## src/hw/rtl/countdown_timer_bank_defines.svh

```systemverilog
// Assertion macros shared by the timer bank RTL.
`ifndef COUNTDOWN_TIMER_BANK_DEFINES_SVH
`define COUNTDOWN_TIMER_BANK_DEFINES_SVH

// Same-cycle implication, disabled during reset.
`define CTB_ASSERT_NOW(label, clk, rst, ante, cons) \
  label: assert property (@(posedge clk) disable iff (rst) (ante) |-> (cons)) \
    else $error("timer bank check failed");

// Next-cycle implication, disabled during reset.
`define CTB_ASSERT_NEXT(label, clk, rst, ante, cons) \
  label: assert property (@(posedge clk) disable iff (rst) (ante) |=> (cons)) \
    else $error("timer bank check failed");

`endif

```

## src/hw/rtl/ctb_pkg.sv

```systemverilog
package ctb_pkg;

  localparam int TIMER_COUNT = 16;
  localparam int IDX_W = (TIMER_COUNT > 1) ? $clog2(TIMER_COUNT) : 1;
  localparam int CNT_W = $clog2(TIMER_COUNT + 1);
  localparam int VAL_W = 32;
  localparam int TIDX_W = 8;

  typedef enum logic [1:0] {
    CTB_OP_TICK  = 2'd0,
    CTB_OP_ALLOC = 2'd1,
    CTB_OP_SET   = 2'd2,
    CTB_OP_QUERY = 2'd3
  } ctb_op_t;

  typedef enum logic {
    CTB_EMPTY = 1'b0,
    CTB_FULL  = 1'b1
  } ctb_state_t;

  // Controller to datapath
  typedef struct packed {
    logic    load;
    ctb_op_t op;
    logic    reject;
  } ctb_ctrl_t;

  // Datapath to controller
  typedef struct packed {
    logic index_ok;
    logic bank_full;
  } ctb_stat_t;

endpackage

```

## src/hw/rtl/ctb_cmd_if.sv

```systemverilog
interface ctb_cmd_if;
  logic                                valid;
  logic                                ready;
  logic [1:0]                          cmd;
  logic [ctb_pkg::TIDX_W-1:0]          timer_index;
  logic signed [ctb_pkg::VAL_W-1:0]    new_value;

  modport source (output valid, cmd, timer_index, new_value, input ready);
  modport sink (input valid, cmd, timer_index, new_value, output ready);
endinterface

```

## src/hw/rtl/ctb_rsp_if.sv

```systemverilog
interface ctb_rsp_if;
  logic                                valid;
  logic                                ready;
  logic                                status;
  logic [ctb_pkg::TIDX_W-1:0]          alloc_index;
  logic signed [ctb_pkg::VAL_W-1:0]    timer_value;
  logic                                expired;

  modport source (output valid, status, alloc_index, timer_value, expired, input ready);
  modport sink (input valid, status, alloc_index, timer_value, expired, output ready);
endinterface

```

## src/hw/rtl/ctb_ctrl.sv

```systemverilog
module ctb_ctrl (
  input  logic               clk,
  input  logic               rst,
  input  logic               in_valid,
  output logic               in_ready,
  input  logic [1:0]         in_cmd,
  output logic               out_valid,
  input  logic               out_ready,
  input  ctb_pkg::ctb_stat_t stat,
  output ctb_pkg::ctb_ctrl_t ctrl
);

  ctb_pkg::ctb_state_t state;
  ctb_pkg::ctb_state_t state_next;
  ctb_pkg::ctb_op_t    op;
  logic                in_acc;

  assign op     = ctb_pkg::ctb_op_t'(in_cmd);
  assign in_acc = in_valid && in_ready;

  // Track whether the result register holds an untaken word
  always_ff @(posedge clk) begin
    if (rst) begin
      state <= ctb_pkg::CTB_EMPTY;
    end else begin
      state <= state_next;
    end
  end

  always_comb begin
    state_next = state;
    unique case (state)
      ctb_pkg::CTB_EMPTY: begin
        if (in_acc) state_next = ctb_pkg::CTB_FULL;
      end
      ctb_pkg::CTB_FULL: begin
        if (out_ready && !in_acc) state_next = ctb_pkg::CTB_EMPTY;
      end
      default: state_next = ctb_pkg::CTB_EMPTY;
    endcase
  end

  // Handshakes
  always_comb begin
    in_ready  = 1'b0;
    out_valid = 1'b0;
    unique case (state)
      ctb_pkg::CTB_EMPTY: in_ready = 1'b1;
      ctb_pkg::CTB_FULL: begin
        in_ready  = out_ready;
        out_valid = 1'b1;
      end
      default: in_ready = 1'b0;
    endcase
  end

  // Datapath commands
  always_comb begin
    ctrl.load   = in_acc;
    ctrl.op     = op;
    ctrl.reject = 1'b0;
    unique case (op)
      ctb_pkg::CTB_OP_TICK:  ctrl.reject = 1'b0;
      ctb_pkg::CTB_OP_ALLOC: ctrl.reject = stat.bank_full;
      ctb_pkg::CTB_OP_SET:   ctrl.reject = !stat.index_ok;
      ctb_pkg::CTB_OP_QUERY: ctrl.reject = !stat.index_ok;
      default:               ctrl.reject = 1'b1;
    endcase
  end

endmodule

```

## src/hw/rtl/ctb_datapath.sv

```systemverilog
module ctb_datapath (
  input  logic                                clk,
  input  logic                                rst,
  input  ctb_pkg::ctb_ctrl_t                  ctrl,
  output ctb_pkg::ctb_stat_t                  stat,
  input  logic [ctb_pkg::TIDX_W-1:0]          timer_index,
  input  logic signed [ctb_pkg::VAL_W-1:0]    new_value,
  output logic                                status,
  output logic [ctb_pkg::TIDX_W-1:0]          alloc_index,
  output logic signed [ctb_pkg::VAL_W-1:0]    timer_value,
  output logic                                expired
);

  logic signed [ctb_pkg::VAL_W-1:0] timers      [ctb_pkg::TIMER_COUNT];
  logic signed [ctb_pkg::VAL_W-1:0] timers_next [ctb_pkg::TIMER_COUNT];
  logic [ctb_pkg::CNT_W-1:0]        count;
  logic [ctb_pkg::IDX_W-1:0]        sel;
  logic signed [ctb_pkg::VAL_W-1:0] rd_value;
  logic                             accept;

  assign sel      = timer_index[ctb_pkg::IDX_W-1:0];
  assign rd_value = timers[sel];
  assign accept   = ctrl.load && !ctrl.reject;

  assign stat.index_ok  = ({1'b0, timer_index} < (ctb_pkg::TIDX_W+1)'(ctb_pkg::TIMER_COUNT));
  assign stat.bank_full = (count == ctb_pkg::CNT_W'(ctb_pkg::TIMER_COUNT));

  // Per-lane update: decrement positive timers on tick, write on set
  always_comb begin
    for (int i = 0; i < ctb_pkg::TIMER_COUNT; i++) begin
      timers_next[i] = timers[i];
      if (accept && ctrl.op == ctb_pkg::CTB_OP_TICK && timers[i] > 0) begin
        timers_next[i] = timers[i] - 1;
      end else if (accept && ctrl.op == ctb_pkg::CTB_OP_SET
                   && sel == ctb_pkg::IDX_W'(i)) begin
        timers_next[i] = new_value;
      end
    end
  end

  always_ff @(posedge clk) begin
    if (rst) begin
      for (int i = 0; i < ctb_pkg::TIMER_COUNT; i++) timers[i] <= '0;
    end else begin
      for (int i = 0; i < ctb_pkg::TIMER_COUNT; i++) timers[i] <= timers_next[i];
    end
  end

  // Advance the allocation counter
  always_ff @(posedge clk) begin
    if (rst) begin
      count <= '0;
    end else if (accept && ctrl.op == ctb_pkg::CTB_OP_ALLOC) begin
      count <= count + 1'b1;
    end
  end

  // Load the result word
  always_ff @(posedge clk) begin
    if (ctrl.load) begin
      status      <= ctrl.reject;
      alloc_index <= '0;
      timer_value <= '0;
      expired     <= 1'b0;
      if (accept && ctrl.op == ctb_pkg::CTB_OP_ALLOC) begin
        alloc_index <= ctb_pkg::TIDX_W'(count);
      end
      if (accept && ctrl.op == ctb_pkg::CTB_OP_QUERY) begin
        timer_value <= rd_value;
        expired     <= (rd_value == '0);
      end
    end
  end

endmodule

```

## src/hw/rtl/countdown_timer_bank.sv

```systemverilog
// Channel | Dir | Word fields
// req     | in  | cmd, timer_index, new_value
// rsp     | out | status, alloc_index, timer_value, expired
//
// Each command executes at the edge it is accepted and its result word is on rsp
// from the next cycle. A new command is taken every cycle while rsp takes each result word.
// All positive timers decrement in parallel in their own lanes on a tick.
// Reset clears all timers and the allocation counter; the block is ready at once.
// A held result word stalls req until rsp takes it.
`include "countdown_timer_bank_defines.svh"

module countdown_timer_bank (
  input  logic       clk,
  input  logic       rst,
  ctb_cmd_if.sink    req,
  ctb_rsp_if.source  rsp
);

  ctb_pkg::ctb_ctrl_t ctrl;
  ctb_pkg::ctb_stat_t stat;

  ctb_ctrl u_ctrl (
    .clk       (clk),
    .rst       (rst),
    .in_valid  (req.valid),
    .in_ready  (req.ready),
    .in_cmd    (req.cmd),
    .out_valid (rsp.valid),
    .out_ready (rsp.ready),
    .stat      (stat),
    .ctrl      (ctrl)
  );

  ctb_datapath u_datapath (
    .clk         (clk),
    .rst         (rst),
    .ctrl        (ctrl),
    .stat        (stat),
    .timer_index (req.timer_index),
    .new_value   (req.new_value),
    .status      (rsp.status),
    .alloc_index (rsp.alloc_index),
    .timer_value (rsp.timer_value),
    .expired     (rsp.expired)
  );

  // Checks
  `CTB_ASSERT_NOW(a_stall_blocks_req, clk, rst, rsp.valid && !rsp.ready, !req.ready)
  `CTB_ASSERT_NEXT(a_accept_gives_word, clk, rst, req.valid && req.ready, rsp.valid)
  `CTB_ASSERT_NOW(a_reject_clean, clk, rst, rsp.valid && rsp.status, rsp.alloc_index == '0 && rsp.timer_value == '0 && !rsp.expired)
  `CTB_ASSERT_NOW(a_expired_zero, clk, rst, rsp.valid && rsp.expired, rsp.timer_value == '0)

endmodule

```

## src/flat_wrapper.sv

```systemverilog
// flat-port wrapper written by rule: the top's interface ports become plain ports
module countdown_timer_bank_flat 
  (clk, rst, req_valid, req_cmd, req_timer_index, req_new_value, req_ready, rsp_valid, rsp_status, rsp_alloc_index, rsp_timer_value, rsp_expired, rsp_ready);
  ctb_cmd_if req_i ();
  ctb_rsp_if rsp_i ();
  input  logic clk;
  input  logic rst;
  input wire logic [$bits(req_i.valid)-1:0] req_valid;
  input wire logic [$bits(req_i.cmd)-1:0] req_cmd;
  input wire logic [$bits(req_i.timer_index)-1:0] req_timer_index;
  input wire logic [$bits(req_i.new_value)-1:0] req_new_value;
  output wire logic [$bits(req_i.ready)-1:0] req_ready;
  output wire logic [$bits(rsp_i.valid)-1:0] rsp_valid;
  output wire logic [$bits(rsp_i.status)-1:0] rsp_status;
  output wire logic [$bits(rsp_i.alloc_index)-1:0] rsp_alloc_index;
  output wire logic [$bits(rsp_i.timer_value)-1:0] rsp_timer_value;
  output wire logic [$bits(rsp_i.expired)-1:0] rsp_expired;
  input wire logic [$bits(rsp_i.ready)-1:0] rsp_ready;
  assign req_i.valid = req_valid;
  assign req_i.cmd = req_cmd;
  assign req_i.timer_index = req_timer_index;
  assign req_i.new_value = req_new_value;
  assign req_ready = req_i.ready;
  assign rsp_valid = rsp_i.valid;
  assign rsp_status = rsp_i.status;
  assign rsp_alloc_index = rsp_i.alloc_index;
  assign rsp_timer_value = rsp_i.timer_value;
  assign rsp_expired = rsp_i.expired;
  assign rsp_i.ready = rsp_ready;
  countdown_timer_bank u_core (.clk(clk), .rst(rst), .req(req_i), .rsp(rsp_i));
endmodule
```

## config.mk

```make
export PLATFORM = sky130hd
export DESIGN_NAME = countdown_timer_bank_flat
export DESIGN_NICKNAME = d
export VERILOG_FILES = /design/src/hw/rtl/ctb_pkg.sv /design/src/hw/rtl/ctb_cmd_if.sv /design/src/hw/rtl/ctb_rsp_if.sv /design/src/hw/rtl/ctb_ctrl.sv /design/src/hw/rtl/ctb_datapath.sv /design/src/hw/rtl/countdown_timer_bank.sv /design/src/flat_wrapper.sv
export VERILOG_INCLUDE_DIRS = /design/src /design/src/hw/rtl
export SDC_FILE = /design/constraint.sdc
export NUM_CORES = 2
export LEC_CHECK = 0
export ABC_AREA = 1
export ABC_CLOCK_PERIOD_IN_PS = 4900
export BUFFER_PORTS_ARGS = -buffer_cell sky130_fd_sc_hd__buf_2
export CORE_ASPECT_RATIO = 1.75
export CORE_UTILIZATION = 45
export CTS_BUF_LIST = sky130_fd_sc_hd__clkbuf_8
export CTS_CLUSTER_DIAMETER = 50
export DETAILED_ROUTE_END_ITERATION = 12
export PLACE_DENSITY = 0.64
export SKIP_LAST_GASP = 1
export SYNTH_ARGS = -nofsm -noshare
export SYNTH_HDL_FRONTEND = slang
export SYNTH_SLANG_ARGS = --single-unit
```

## constraint.sdc

```tcl
create_clock -name clk -period 4.9 [get_ports clk]
set_input_delay 0.98 -clock clk [delete_from_list [all_inputs] [get_ports clk]]
set_output_delay 0.98 -clock clk [all_outputs]
set_load 0.1 [all_outputs]
```

== Word-level counts from Yosys, hierarchy flattened ==
Memory sizes are Yosys's and may differ from the RTL's.
Cells that the tools add are included.

* $add $sub $neg: 17
* Equality and inequality tests: 19
* Reduce and logical (&&, ||, !) cells: 46
* Mux-type cells: 57
* Bitwise operators: 17
* $lt $le $gt $ge: 17

{| class="wikitable"
|+ Operator list
! operator !! count
|-
| $mux W32 || 48
|-
| $gt A32 B1 Y1 const B || 16
|-
| $sub A32 B2 Y32 const B || 16
|-
| $logic_and A1 B1 Y1 || 39
|-
| $eq A4 B4 Y1 const B || 8
|-
| $logic_not A32 Y1 || 1
|-
| $eq A4 B3 Y1 const B || 4
|-
| $or A1 B1 Y1 || 16
|-
| $eq A4 B2 Y1 const B || 2
|-
| $lt A8 B5 Y1 const B || 1
|-
| $mux W1 || 6
|-
| $add A5 B1 Y5 const B || 1
|-
| $eq A5 B5 Y1 const B || 1
|-
| $eq A2 B2 Y1 const B || 2
|-
| $eq A4 B1 Y1 const B || 1
|-
| $logic_not A4 Y1 || 1
|-
| $pmux W1 S2 || 2
|-
| $logic_not A1 Y1 || 3
|-
| $pmux W1 S3 || 1
|-
| $eq A2 B1 Y1 const B || 1
|-
| $logic_not A2 Y1 || 1
|-
| $reduce_or A2 Y1 || 1
|-
| $not A1 Y1 || 1
|}

* Bits in registers: 48
* Memories: 1
* RAM bits: 512
* Logic and storage cells: 181
* Output and inout bits: 44
* Bits of input ports: 46

{| class="wikitable"
|+ Memory list
! name !! words !! bits a word !! read ports !! clocked after Yosys merged registers in !! write ports !! RTL line !! source
|-
| u_core.u_datapath.timers || 16 || 32 || 17 || 0 || 16 || ctb_datapath.sv:14 || <nowiki>logic signed [ctb_pkg::VAL_W-1:0] timers [ctb_pkg::TIMER_COUNT];</nowiki>
|}

== Longest topological paths before layout ==
* Depth after elaboration: 10
* Depth in mapped cells: 16
* Mapped depth without buffers: 14

== Modules after synthesis ==
From an unflattened synthesis, not the netlist that was laid out.

* Cells, all modules: 6894
* Area total of the unflattened synthesis: 40805.4 um^2

{| class="wikitable"
|+ By module, submodules not included
! module !! cells an instance !! instances !! seq. area each (um^2) !! area each (um^2)
|-
| ctb_datapath || 6882 || 1 || 11521.0 || 40721.6
|-
| ctb_ctrl || 12 || 1 || 20.0 || 83.8
|}

== Worst setup path after synthesis ==
OpenSTA, ideal clock, no wires.

* Path kind: register to register
* Start: reg u_core.u_ctrl.state
* End: mem u_core.u_datapath.timers[1][18] (netlist name)
* Library setup time: 128 ps
* Arrival time: 3170 ps
* Path buffers: 2
* Cell stages (with the launch flop): 12
* Data required time: 4772 ps
* Period minus slack after synthesis: 3297 ps
* Setup slack: 1603 ps
* Cells stage by stage: dfxtp_1 nand2_1 nand2_1 nor2_4 nand2_4 buf_6 nor2_4 nand2_2 clkbuf_1 o22ai_1 nor2_1 nor2_1

{| class="wikitable"
|+ RTL lines
! item !! RTL line !! source
|-
| start, declared || ctb_ctrl.sv:13 || <nowiki>ctb_pkg::ctb_state_t state;</nowiki>
|-
| start signal, assigned || ctb_ctrl.sv:24 || <nowiki>state <= ctb_pkg::CTB_EMPTY;</nowiki>
|-
| start signal, assigned || ctb_ctrl.sv:26 || <nowiki>state <= state_next;</nowiki>
|-
| end, declared || ctb_datapath.sv:14 ||
|}

==> impl_metrics.py <==
metrics = {
    "run_status": {
        "run_status": "finished clean",
    },
    "detailed_routing": {
        "drc": 0,
        "wl_per_cell_um": 26.0,
        "vias": 49600,
        "drtIter0Drc": 5060,
        "postRouteAntennaNets": 0,
        "wirelength_mm": 220,
        "viasPerCell": 5.86,
        "drtPass1Iterations": 9,
    },
    "worst_setup_path": {
        "path_cells": "inv_1 > ha_1 > nand4_1 > nand2_1 > nor2_4 > nand2_4 > nor2_1 > nand2_1 > inv_2 > nand2_1 > o211ai_1 > nor2_1",
        "timing.rr.start": "u_core.u_datapath.count[0]",
        "arrival_ps": 4220,
        "cp-startpoint": "u_core.u_datapath.count[0]",
        "critPathMostFrequentCell": "nand2_1",
        "worstPathRequired_ps": 5620,
        "cp_top_family": "simple AND/OR/NAND/NOR gates",
        "r2r_slack_ps": 1400,
        "rr_endpoint": "u_core.u_datapath.timers[5][1]",
        "critical_path_class": "register to register",
        "slowest_delay_ps": 740,
        "reg2regPathDepth": 12,
        "worst_setup_path_start_kind": "register",
        "worst-path-buf-inv": 2,
        "slowest_stage": "nor2_1",
        "cp_max_fo": 17,
        "crit_path_end_kind": "register",
    },
    "yosys": {
        "synth_area_per_cell_um2": 5.77,
        "ys.flop_type": "dfxtp_1",
        "synth.largest_area_cell": "dfxtp_1",
        "synth_seq_cells": 557,
        "ys_types": 44,
        "synth.top_cell.area_share": 0.247,
        "synth_edf_count": 39,
        "synthArstFlopShare": 0,
        "synthTopCellsByArea": "dfxtp_1 (25%), nand2_1 (20%), nand3_1 (11%), nor2_1 (10%), inv_1 (6.6%)",
        "syn_inst": 7266,
        "synth_warnings": 0,
        "ys_seq_area_frac": 0.275,
        "netlist_area_um2": 41900,
    },
    "cts": {
        "clockRootBuffer": "clkbuf_8",
        "path_clk_slew_ps": 60,
        "cts_buffer_depth": 3,
        "clkLatencyLatePin_ps": 870,
        "cts_buffers": 97,
        "cts_resized": 0,
        "ctsHoldBuffers": 0,
        "cts_tree": "yes",
        "cts_max_level": 3,
        "post_cts_buffers": 0,
        "clkSinkCount": 557,
    },
    "job": {
        "timing.max_cap.violations": 0,
    },
    "timing": {
        "drv_slew": 0,
        "worstMarginPinSlew_ps": 1290,
        "setup_slack_ps": 1400,
        "fin_crit_sh": 0.715,
        "fin_skew_ps": 41.4,
        "hold_viol_final": 0,
        "rsz0062_at_grt": "no",
        "finalCriticalPeriod_ps": 3500,
        "finalSetupTns_ps": 0,
        "setup_viol": 0,
        "clock.fmax_mhz": 285,
        "relSlewSlack": 0.132,
    },
    "worst_hold_path": {
        "hp-class": "input port to register",
        "worstHoldEndpoint": "u_core.u_ctrl.state",
        "hold_path_depth": 3,
        "hold_path.startpoint": "req_valid",
    },
    "grt": {
        "grt_usage": 0.459,
        "grt_max_degree": 110,
        "grt.overflow.total": 0,
        "grt_pass1_vias": 46900,
        "grt_pass1_wl_mm": 313,
        "antenna_found_initial": 18,
    },
    "floorplanning": {
        "initial_core_util": 0.456,
        "dieHeight_um": 406,
        "die_area_um2": 94500,
        "rows": 147,
        "top_level_ports": 90,
        "core-area_um2": 92000,
        "die_w_um": 233,
    },
    "placed_design": {
        "pre_cts_ws_ps": 988,
        "dp_hpwl_mm": 155,
        "dpl_cell_area_um2": 43200,
        "io_buffers": 86,
        "gp_congestion": 1.06,
    },
    "cells_and_area": {
        "drive_gt1_frac": 0.0564,
        "final_nets": 7268,
        "fin_area_um2": 45300,
        "area_delta_synth_final_pct": 8.07,
    },
    "power": {
        "pwr_density_cell_nw_per_um2": 557,
        "p_leak_nw": 23.8,
        "p_total_mw": 25.3,
        "vdd_ir_drop_max_v": 0.000327,
    },
}
[final cells by class]
class	instances	area, um2
Inverter	767	2890
Timing Repair Buffer	188	1270
Clock inverter	61	438
Multi-Input combinational cell	5577	26000
Fill cell	10200	46600
Clock buffer	118	1620
Tap cell	1192	1490
Sequential cell	557	11500
Antenna cell	12	30.0
[flip-flops by register name, indices dropped and copies added, names as in the netlist]
signal / flops
u_core.u_datapath.status: 1
u_core.u_datapath.expired: 1
u_core.u_ctrl.state: 1
u_core.u_datapath.alloc_index: 5
u_core.u_datapath.timer_value: 32
u_core.u_datapath.timers: 512
u_core.u_datapath.count: 5
[cells in the mapped netlist (8+ instances only)]
cell	n
o21ai_1	25
edfxtp_1	39
buf_4	9
a21oi_1	70
nor2_2	9
nand3b_1	9
o21ai_0	305
xnor2_1	90
xor2_1	296
o22ai_1	17
nand2_2	8
nor3_1	194
clkbuf_1	225
ha_1	34
nor4_1	8
nand3_1	902
a22oi_1	39
inv_1	741
or2_2	10
o211ai_1	9
a31oi_1	65
dfxtp_1	518
nand2_1	2193
buf_2	92
nand4_1	124
buf_1	40
inv_2	22
nor2_1	1137
[tightest hold or removal path, delay by kind of cell]
kind / cells / cell delay, ps
buffers and inverters: 2 / 140
AOI/OAI and AO/OA: 1 / 50
[through the flow]
step	utilization	hold WS [ps]	cells
floorplan	-	455	7268
global placement	0.470	464	8280
detailed placement	0.470	483	8281
CTS	0.493	356	8460
global route	0.493	408	8462
finish	0.493	381	8472
[layout by cell type (no fill, tap or decap), drive strengths merged, types with 11 or more instances in the layout]
master,Yosys,final
nand2,2202,2202
nor2,1152,1152
nand3,902,902
inv,763,789
dfxtp,518,518
o21ai,330,330
xor2,296,296
nor3,196,196
buf,142,188
nand4,125,125
clkbuf,225,118
xnor2,90,90
a21oi,70,70
a31oi,65,65
a22oi,39,39
edfxtp,39,39
ha,34,34
clkinv,4,32
o22ai,17,17
diode,0,12
or2,11,11
[cell families (layout without fill, tap and decap cells)]
kind of cell    count (synthesis)  after routing  synth area share
compound gates                538            538            0.0700
xor+xnor                      386            386            0.0806
fa+ha+maj                      34             34            0.0101
buf+inv                      1134           1134             0.105
flops                         557            557             0.275
other cells                     1             15         0.0000894
simple gates                 4616           4616             0.459
[how the worst max path moves through the flow]
stage | endpoint | slack, ps | depth (start not counted)
2_1_floorplan | u_core.u_datapath.timers[1][18] | 1600 | 11
3_3_place_gp | u_core.u_datapath.expired | 270 | 15
3_5_place_dp | u_core.u_datapath.expired | 990 | 17
4_1_cts | u_core.u_datapath.timers[5][1] | 1510 | 12
5_1_grt | u_core.u_datapath.timers[5][22] | 1230 | 12
6_report | u_core.u_datapath.timers[5][1] | 1400 | 12
[report_power, final]
group	internal [mW]	switching, mW
combinational	4.76	9.68
sequential	5.09	0.895
clock	2.47	2.37
total	12.3	12.9
[layer usage]
metal	vias to the layer above	part of all wire	GRT usage
met2	2742	0.46	0.755
met4	12	0.12	0.479
met3	1013	0.082	0.0884
met1	23000	0.34	0.472
met5	-	0.00048	0
li1	22800	-	-
No activity file was read; power rests on OpenSTA's default activity.
